`src/rtl/whist_pkg.sv`:
```
// Package for the weighted cumulative histogram.
// Holds the command codes, fixed widths and the structs shared by the modules.
// No dependencies.
`default_nettype none
package whist_pkg;
	localparam logic [1:0] CMD_ADD    = 2'd0;
	localparam logic [1:0] CMD_REWIND = 2'd1;
	localparam logic [1:0] CMD_GET    = 2'd2;

	localparam int CNT_W  = 32;
	localparam int ERR_W  = 48;
	localparam int DIV_NW = 64;
	localparam int DIV_DW = 32;

	localparam logic [CNT_W-1:0] CNT_MAX = {CNT_W{1'b1}};

	// one bin entry as written to the store
	typedef struct packed {
		logic [CNT_W-1:0] count;
		logic [ERR_W-1:0] err;
	} whist_entry_t;

	// divider status seen by the sequencer
	typedef struct packed {
		logic busy;
		logic done;
	} whist_div_stat_t;
endpackage
`default_nettype wire

```
`src/rtl/whist_div.sv`:
```
// Shared restoring divider: 64-bit numerator over 32-bit divisor, one bit a cycle.
// Depends on whist_pkg.
`default_nettype none
module whist_div import whist_pkg::*; (
	input  wire                     clk,
	input  wire                     arst_n,
	input  wire                     start,
	input  wire [DIV_NW-1:0]        num,
	input  wire [DIV_DW-1:0]        den,
	output whist_div_stat_t         stat,
	output logic [DIV_NW-1:0]       quo
);
	localparam int CW = $clog2(DIV_NW + 1);

	logic [CW-1:0]     cnt_q;
	logic              busy_q;
	logic              done_q;
	logic [DIV_DW:0]   rem_q;
	logic [DIV_DW-1:0] den_q;
	logic [DIV_NW-1:0] nq_q;
	logic [DIV_DW:0]   trial;
	logic              fits;

	// shift in the next numerator bit and try the subtraction
	always_comb begin
		trial = {rem_q[DIV_DW-1:0], nq_q[DIV_NW-1]};
		fits  = trial >= {1'b0, den_q};
	end

	always_ff @(posedge clk or negedge arst_n) begin
		if (!arst_n) begin
			busy_q <= 1'b0;
			done_q <= 1'b0;
			cnt_q  <= '0;
		end else begin
			done_q <= 1'b0;
			if (start) begin
				busy_q <= 1'b1;
				cnt_q  <= CW'(DIV_NW - 1);
			end else if (busy_q) begin
				if (cnt_q == '0) begin
					busy_q <= 1'b0;
					done_q <= 1'b1;
				end else begin
					cnt_q <= cnt_q - 1'b1;
				end
			end
		end
	end

	always_ff @(posedge clk) begin
		if (start) begin
			rem_q <= '0;
			den_q <= den;
			nq_q  <= num;
		end else if (busy_q) begin
			rem_q <= fits ? (trial - {1'b0, den_q}) : trial;
			nq_q  <= {nq_q[DIV_NW-2:0], fits};
		end
	end

	assign stat.busy = busy_q;
	assign stat.done = done_q;
	assign quo       = nq_q;
endmodule
`default_nettype wire

```
`config.mk`:
```
export PLATFORM = sky130hd
export DESIGN_NAME = whist_div
export DESIGN_NICKNAME = d
export VERILOG_FILES = /design/src/rtl/whist_pkg.sv /design/src/rtl/whist_div.sv
export SDC_FILE = /design/constraint.sdc
export NUM_CORES = 1
export LEC_CHECK = 0
export ABC_AREA = 1
export BUFFER_PORTS_ARGS = -buffer_cell sky130_fd_sc_hd__buf_4
export CAP_MARGIN = 40
export CELL_PAD_IN_SITES_DETAIL_PLACEMENT = 2
export CELL_PAD_IN_SITES_GLOBAL_PLACEMENT = 2
export CORE_MARGIN = 2
export CORE_UTILIZATION = 31
export DETAILED_ROUTE_END_ITERATION = 10
export GPL_TIMING_DRIVEN = 0
export PLACE_DENSITY = 0.82
export SETUP_SLACK_MARGIN = 0.3
export SKIP_CTS_REPAIR_TIMING = 1
export SLEW_MARGIN = 20
export SYNTH_ARGS = -nofsm -noshare
export SYNTH_HDL_FRONTEND = slang
export SYNTH_SLANG_ARGS = --single-unit
```
`constraint.sdc`:
```
create_clock -name clk -period 3.9 [get_ports clk]
set_input_delay 0.39 -clock clk [delete_from_list [all_inputs] [get_ports clk]]
set_output_delay 0.39 -clock clk [all_outputs]
set_load 0.005 [all_outputs]
```
==> flow_summary.ini, run 1 <==
[floorplanning]
rows = 59
die_height_um = 166.8
coreArea_um2 = 26060
ios = 165
die_area_um2 = 27820
start_util_pct = 31.53
die_x_um = 166.8

[sta]
timing.fmax_mhz = 400.1
whs_ns = 0.1298
worst_pin_slew_ns = 0.6017
worst_slack_ns = 1.400
final_hold_viol_count = 0
slew_headroom_pct = 59.89
min_period_over_period_pct = 64.09
finalSetupViolations = 0
clock-skew-final_ns = 0.01309
report.final.slew_viol_count = 0
rsz0062_at_grt = false
fin_crit_ns = 2.500

[global_routing]
grt_antenna_before_repair = 0
grt_pass1_vias = 9069
grt_max_degree = 51
grt_overflow = 0
grt_pass1_wl_um = 50060
grtUsageTotal_pct = 23.02

[route]
first_pass_iters = 4
initialDrtViolationCount = 288
detail_route.wl_per_cell_um = 18.84
wl_um = 31040
via_per_inst = 4.782
ant_nets = 0
vias = 7880
drc = 0

[pwr]
ir_worst_vdd_uv = 237.9
power_density_nw_per_um2 = 576.4
p_leak_uw = 0.005471

[placed_design]
port_buffers = 164
place_inst = 1615
placed_area_um2 = 9898
gp_congestion = 0.8852
pre_cts_ws_ns = 1.266
dp_hpwl_um = 24120

[critical_path]
start_kind = flop
critPathLaunch = den_q[14]
critPathBufInv = 2
crit_chain = inv_1 > ha_1 > nand2_1 > nor2_1 > nand2_1 > nor2_2 > nand3_1 > nand3_2 > nor2_4 > buf_2 > nand3_1 > nand3_1 > o21ai_1
endpoint_kind = flop
cp_common_cell = nand3_1
required_ns = 4.21
crit_fanout = 10
cpPeakStageDelay_ns = 0.37
cpMaxStageDelayCell = edfxtp_1
crit_family = simple AND/OR/NAND/NOR gates
path_class = flop to flop
rr_startpoint = den_q[14]
cp.arrival_ns = 2.81

[status]
status = finished clean

[yosys]
synthTopCellsByArea = edfxtp_1, nand2_1, inv_1, dfxtp_1, ha_1
ys_types = 36
syn-cell-area_um2 = 8217
ys_ff_latch = 137
synthCells = 1115
synth_top_area_share_pct = 35.08
ys_seq_area_share_pct = 45.62
synth_top_area_cell = edfxtp_1
avgSynthCellArea_um2 = 7.369
synthesis.nets = 1249
yosysWarnings = 0

[cells_and_area]
nNetsFinal = 1434
fin_util_pct = 40.18
n_antenna_cell = 0
syn_to_final_growth_pct = 27.42
nFillCells = 3088
fin_area_um2 = 10470
fin_cells = 1648
multi_input_area_um2 = 3620
drive_gt1_share_pct = 17.67
regArea_um2 = 3749

[clocking]
cts_tree = done
cts_sinks = 137
cts_made_buffers = 17
clock_path_buffers = 2
cts_root_buf = clkbuf_16
htreeDepth = 4
clk_pin_slew_ns = 0.07
clock_latency_ns = 0.43

[min_path]
hp-class = primary input to flop
hp-start = den[25]

[run]
cap_violations = 0
per-layer routing:
| layer | share of wire (%) | wire length (um) | up-vias | track usage [%] |
|---|---|---|---|---|
| met5 | 0 | 0 | - | 0 |
| met3 | 7.2 | 2244 | 29 | 7.533 |
| met4 | 1.7 | 541 | 0 | 6.072 |
| met1 | 41 | 12830 | 3823 | 26.52 |
| met2 | 50 | 15430 | 185 | 41.00 |
| li1 | - | - | 3843 | - |
final timing paths:
check	to	slack, ns	depth (start not counted)
max in group asynchronous	cnt_q[6]	3.43	2
min	den_q[25]	0.13	1
min in group asynchronous	cnt_q[0]	0.33	2
max	rem_q[12]	1.40	13
min reg2reg	rem_q[19]	0.48	2
max reg2reg	rem_q[12]	1.40	13
state kept, by name (all words and copies together) (netlist names):
register,flops
busy_q,1
cnt_q,7
den_q,32
done_q,1
quo,64
rem_q,32
synth_stat cells, drive strengths merged:
cell type and n:
and2 3, o21bai 4, or2 1, fa 1, ha 34, a31oi 1
dfrtp 9, o21ai 25, edfxtp 96, buf 14, xnor2 13, a32oi 1
nand3 86, and3 2, nor2 50, inv 182, dfxtp 32, clkbuf 16
nor3 12, xor2 1, clkinv 1, a21oi 23, nand3b 19, nand2 486
nand4 3
report_power, final:
part | internal (uW) | total [uW] | switching, uW
Combinational | 904 | 2490 | 1590
Clock | 844 | 1620 | 774
Sequential | 1780 | 1920 | 140
worst register-to-register path: stages, from the launching register on:
cell and delay (ns):
edfxtp_1 0.37, inv_1 0.11, ha_1 0.29, nand2_1 0.20, nor2_1 0.10, nand2_1 0.12
nor2_2 0.07, nand3_1 0.12, nand3_2 0.12, nor2_4 0.22, buf_2 0.34, nand3_1 0.15
nand3_1 0.11, o21ai_1 0.06
metrics by stage:
stage                     setup TNS, ns  power (uW)
final                                 0        6035
after floorplan                       0        3545
after global routing                  0        6513
after CTS                             0        6110
after detailed placement              0        4433
after global placement           -78.25        4306
cell families after synthesis:
logic type	count (synthesis)	share of synthesized area (%)
buf+inv	213	10.32
xor+xnor	14	1.492
simple gates	662	33.67
compound gates	54	3.472
flops	137	45.62
fa+ha+maj	35	5.421
cell type report:
class / count / area share (%)
Clock inverter: 14 / 1.267
Sequential cell: 137 / 35.80
Inverter: 183 / 6.561
Timing Repair Buffer: 166 / 12.12
Multi-Input combinational cell: 765 / 34.57
Tap cell: 335 / 4.003
Clock buffer: 18 / 4.099
Buffer: 30 / 1.577
layout by cell type (no fill, tap or decap), drive strengths merged, types with 19 or more instances in the layout:
cell type	netlist	layout
inv	182	190
nand3b	19	19
clkbuf	16	34
o21ai	25	25
nand3	86	86
buf	14	179
nor2	50	50
ha	34	34
edfxtp	96	96
dfxtp	32	32
nand2	486	486
a21oi	23	23
Power figures use the tool's default switching activity.
==> run 2: changes to the inputs <==
CORE_UTILIZATION = 28   (was 31)
PLACE_DENSITY = 0.78   (was 0.82)
clock period = 2.1 ns   (was 3.9 ns; I/O delays follow)
==> run 2 against run 1 <==
Against the previous run: the run now ends with setup timing left; clock power grew 110%; highest routed layer unchanged; largest power group unchanged; global-route usage shrank 2.7 points; design area grew 15%; critical path type unchanged; clock skew grew 0.0085 ns; register-to-register slack lost 1.5 ns; non-clock buffer count grew 50; final cell count grew 6.0%; sequential share of layout area shrank 4.8 points; wire length grew 3.7%; setup slack lost 1.5 ns; flip-flop and latch count is the same; combinational power grew to 2.6 times the previous value.
==> flow_summary.ini, run 2 (synthesis gave the netlist of run 1 again) <==
[status]
status = finished with violations
failed_checks = setup timing

[critical_path]
rr_startpoint = den_q[6]
rr_worst_depth = 16
required_ns = 2.47
crit_fanout = 8
start_kind = flop
path_class = flop to flop
endpoint_kind = flop
r2r-end = rem_q[13]
cp.arrival_ns = 2.59
r2r_setup_slack_ns = -0.12

[route]
wl_um = 32180
initialDrtViolationCount = 289
routed.top_layer = met4
ant_nets = 0
wl_met2_um = 16480
wl_met3_um = 2018
m1WireLength_um = 13250
drc = 0
via_per_inst = 4.675
vias = 8167
first_pass_iters = 4
detail_route.wl_per_cell_um = 18.42

[placed_design]
port_buffers = 164
gp_congestion = 0.8546
placed_area_um2 = 10110
dp_hpwl_um = 23770

[min_path]
hp-start = num[57]
hp-class = primary input to flop
hold_depth = 3
hold_end = quo[57]

[cells_and_area]
fin_area_um2 = 12080
n_antenna_cell = 0
final_common_cell = nand2_1
final_cell_mix = nand2_1, buf_4, inv_1
nNetsFinal = 1484
syn_to_final_growth_pct = 47.01
nFillCells = 3273
regArea_um2 = 3749
largest_register_ffs = 64
multi_input_area_um2 = 4543
drive_gt1_share_pct = 30.52

[clocking]
cts_tree = done
htreeDepth = 4
cts_sinks = 137
clock_latency_ns = 0.44
cts_made_buffers = 17
cts_root_buf = clkbuf_16
clock_path_buffers = 2
clk_pin_slew_ns = 0.08

[floorplanning]
die_x_um = 175.3
start_util_pct = 28.55
rows = 62
die_area_um2 = 30730
coreArea_um2 = 28780
ios = 165
die_height_um = 175.3

[sta]
fin_crit_ns = 2.218
report.final.slew_viol_count = 0
timing.fmax_mhz = 450.8
final_hold_viol_count = 0
clock-skew-final_ns = 0.02156
min_period_over_period_pct = 105.6
whs_ns = 0.04024
worst_pin_slew_ns = 0.5825
worst_slack_ns = -0.1181
rsz0062_at_grt = true
slew_headroom_pct = 61.17
finalSetupViolations = 32

[pwr]
power_density_nw_per_um2 = 1109
p_leak_uw = 0.005965
ir_worst_vdd_uv = 659.9

[global_routing]
grt_max_degree = 51
grt_overflow = 0
grt_antenna_before_repair = 0
grtUsageTotal_pct = 20.27
grt_pass1_vias = 8814
grt_pass1_wl_um = 47940

[run]
cap_violations = 0
## run 2: stage by stage
stage	setup slack, ns	total power [uW]	util [%]	TNS, ns	instances
floorplan	0.2981	6720	-	0	1115
global placement	-0.6632	8188	35.02	-52.35	1663
global route	-0.2309	14260	41.97	-6.490	1747
CTS	-0.3395	11850	37.29	-23.83	1696
finish	-0.1181	13400	41.97	-2.301	1747
detailed placement	-0.5274	8385	35.12	-38.62	1664
## run 2: cell type report
class,count,share of cell area [%]
clock buffer,19,3.584
inverter,183,5.718
buffer,30,1.771
sequential,137,31.03
clock inverter,13,1.595
multi-input combinational,765,37.61
tap,384,3.978
timing repair buffer,216,14.71
## run 2: worst max-delay path, cell delays in order, from the launching register on
cell	delay (ns)
edfxtp_1	0.39
inv_1	0.11
ha_4	0.23
nand2_1	0.08
nand2_1	0.11
nand2_1	0.08
nand2_1	0.10
inv_2	0.09
nand3_4	0.08
nand2_2	0.09
nand2_2	0.07
nand2_4	0.15
nand2_8	0.13
clkbuf_16	0.20
nand2_2	0.05
nand3_1	0.08
o21ai_1	0.10
## run 2: worst max path at each step
stage,startpoint,to,cells after the start
2_1_floorplan,den_q[24],quo[0],13
3_3_place_gp,start,quo[31],4
3_5_place_dp,start,quo[14],5
4_1_cts,den_q[2],rem_q[21],13
5_1_grt,den_q[20],rem_q[9],16
6_report,den_q[6],rem_q[13],16
## run 2: where the power goes
part / leakage (uW) / switching [uW] / total [uW] / internal (uW)
Combinational: 0.00429 / 3720 / 6360 / 2640
Clock: 0.000304 / 1370 / 3380 / 2010
Sequential: 0.00138 / 351 / 3670 / 3310
## run 2: layer usage
layer  vias up  track usage [%]
met5         -                0
met4         0            4.201
met3        24            6.948
met2       162            36.42
met1      4024            23.26
li1       3957                -
==> run 3: changes to the inputs <==
CORE_UTILIZATION = 34   (was 28)
PLACE_DENSITY = 0.89   (was 0.78)
clock period = 2.9 ns   (was 2.1 ns; I/O delays follow)
==> run 3 against run 2 <==
Against the previous run: worst hold slack worse by 0.036 ns; the run now ends clean; non-clock buffer count fell by 49; first-iteration DRC count increased by 57%; flip-flop and latch count did not move; largest power group unchanged; setup slack improved by 0.49 ns; core utilization rose by 3.0 points; wire length increased by 19%; combinational power down 41%; clock-buffer cell count decreased by 2; critical path depth is 1 higher.
==> flow_summary.ini, run 3 (synthesis gave the netlist of run 1 again) <==
[floorplanning]
die_area_um2 = 25430
start_util_pct = 34.80
die_x_um = 159.5
rows = 56
ios = 165
coreArea_um2 = 23610
die_height_um = 159.5

[pwr]
ir_worst_vdd_uv = 373.0
clockPowerShare_pct = 27.6
seq_power_share_pct = 29.8
pwr-share-comb_pct = 42.6
p_int_uw = 5020
power_density_nw_per_um2 = 830.7
p_leak_uw = 0.005518
totalPowerFinal_uw = 8813
p_sw_share_pct = 43.04
switchingPower_uw = 3794

[sta]
rsz0062_at_grt = true
worst_pin_slew_ns = 0.7009
slew_headroom_pct = 53.27
final_hold_viol_count = 0
whs_ns = 0.003992
fin_tns_setup_ns = 0
timing.fmax_mhz = 396.3
clock-skew-final_ns = 0.01923
fin_crit_ns = 2.523
finalSetupViolations = 0
report.final.slew_viol_count = 0
min_period_over_period_pct = 87.02

[critical_path]
cp.arrival_ns = 2.88
endpoint_kind = flop
crit_fanout = 5
required_ns = 3.25
path_class = flop to flop
start_kind = flop

[placed_design]
dp_hpwl_um = 24570
place_inst = 1599
port_buffers = 164
gp_congestion = 0.9289

[global_routing]
grt_overflow = 0
grt_antenna_before_repair = 0
grt_pass1_wl_um = 58210
grtUsageTotal_pct = 30.07
grt_pass1_vias = 9667
grt_max_degree = 45

[cells_and_area]
nNetsFinal = 1435
drive_gt1_share_pct = 19.25
regArea_um2 = 3749
nFillCells = 2706
multi_input_area_um2 = 3696
final_cell_mix = nand2_1, inv_1, buf_4
largest_register_ffs = 64
fin_cells = 1633
n_antenna_cell = 0
syn_to_final_growth_pct = 29.11
final_common_cell = nand2_1
fin_util_pct = 44.93

[clocking]
cts_tree = done
cts_sinks = 137
cts_made_buffers = 17
clk_pin_slew_ns = 0.07
htreeDepth = 4
clock_latency_ns = 0.46
cts_root_buf = clkbuf_16
clock_path_buffers = 2

[route]
first_pass_iters = 5
wl_um = 38340
drc = 0
via_per_inst = 5.175
ant_nets = 0
initialDrtViolationCount = 454
vias = 8450
detail_route.wl_per_cell_um = 23.48

[status]
status = finished clean

[run]
cap_violations = 0

[min_path]
hp-class = primary input to flop
-- run 3: final cells by class --
type / instances / area share (%)
well taps: 319 / 3.762
plain buffers: 30 / 1.722
inverters: 183 / 6.475
repair buffers: 167 / 12.15
flip-flops and latches: 137 / 35.33
clock buffers: 17 / 4.010
multi-input cells: 765 / 34.84
clock inverters: 15 / 1.710
-- run 3: power by group through the flow --
stage / Combinational (uW) / Sequential (uW) / Clock, uW
after floorplan: 2200 / 2570 / 0
after global placement: 3170 / 2600 / 0
after detailed placement: 3350 / 2620 / 0
after CTS: 3590 / 2610 / 2450
after global routing: 4130 / 2650 / 2500
final: 3760 / 2630 / 2430
-- run 3: critical path: stages (launching register included) --
cell and delay (ns):
edfxtp_1 0.35, inv_1 0.05, ha_1 0.40, nand2_1 0.09, nand2_1 0.13, inv_1 0.08
nand2_1 0.14, nand2_1 0.09, nand2_1 0.14, nand2_1 0.09, nand2_1 0.24, nand2_1 0.15
nand2_1 0.13, nand2_1 0.07, nand2_1 0.07, nand2_1 0.07, nand3_1 0.08, nand2_1 0.06
-- run 3: final timing paths --
| kind | start | cells after the start | to | slack (ns) |
|---|---|---|---|---|
| max | den_q[2] | 17 | rem_q[31] | 0.38 |
| max reg2reg | den_q[2] | 17 | rem_q[31] | 0.38 |
| min | den[29] | 1 | den_q[29] | 0.004 |
| min in group asynchronous | arst_n | 2 | cnt_q[1] | 0.22 |
| max in group asynchronous | arst_n | 2 | cnt_q[4] | 2.53 |
| min reg2reg | rem_q[24] | 2 | rem_q[24] | 0.48 |
-- run 3: metrics by stage --
stage	setup WS [ns]	instance area (um2)
after floorplan	0.8315	8218
after global placement	-0.3645	9848
after detailed placement	0.3464	9878
after CTS	0.2860	10490
after global routing	0.2966	10610
final	0.3765	10610
-- run 3: per-layer routing --
| layer | vias to the layer above | track usage (%) | wire length [um] |
|---|---|---|---|
| met2 | 253 | 55.28 | 19920 |
| met3 | 71 | 7.528 | 2135 |
| met1 | 4273 | 33.21 | 15220 |
| met5 | - | 0 | 0 |
| met4 | 0 | 11.74 | 1065 |
| li1 | 3853 | - | - |
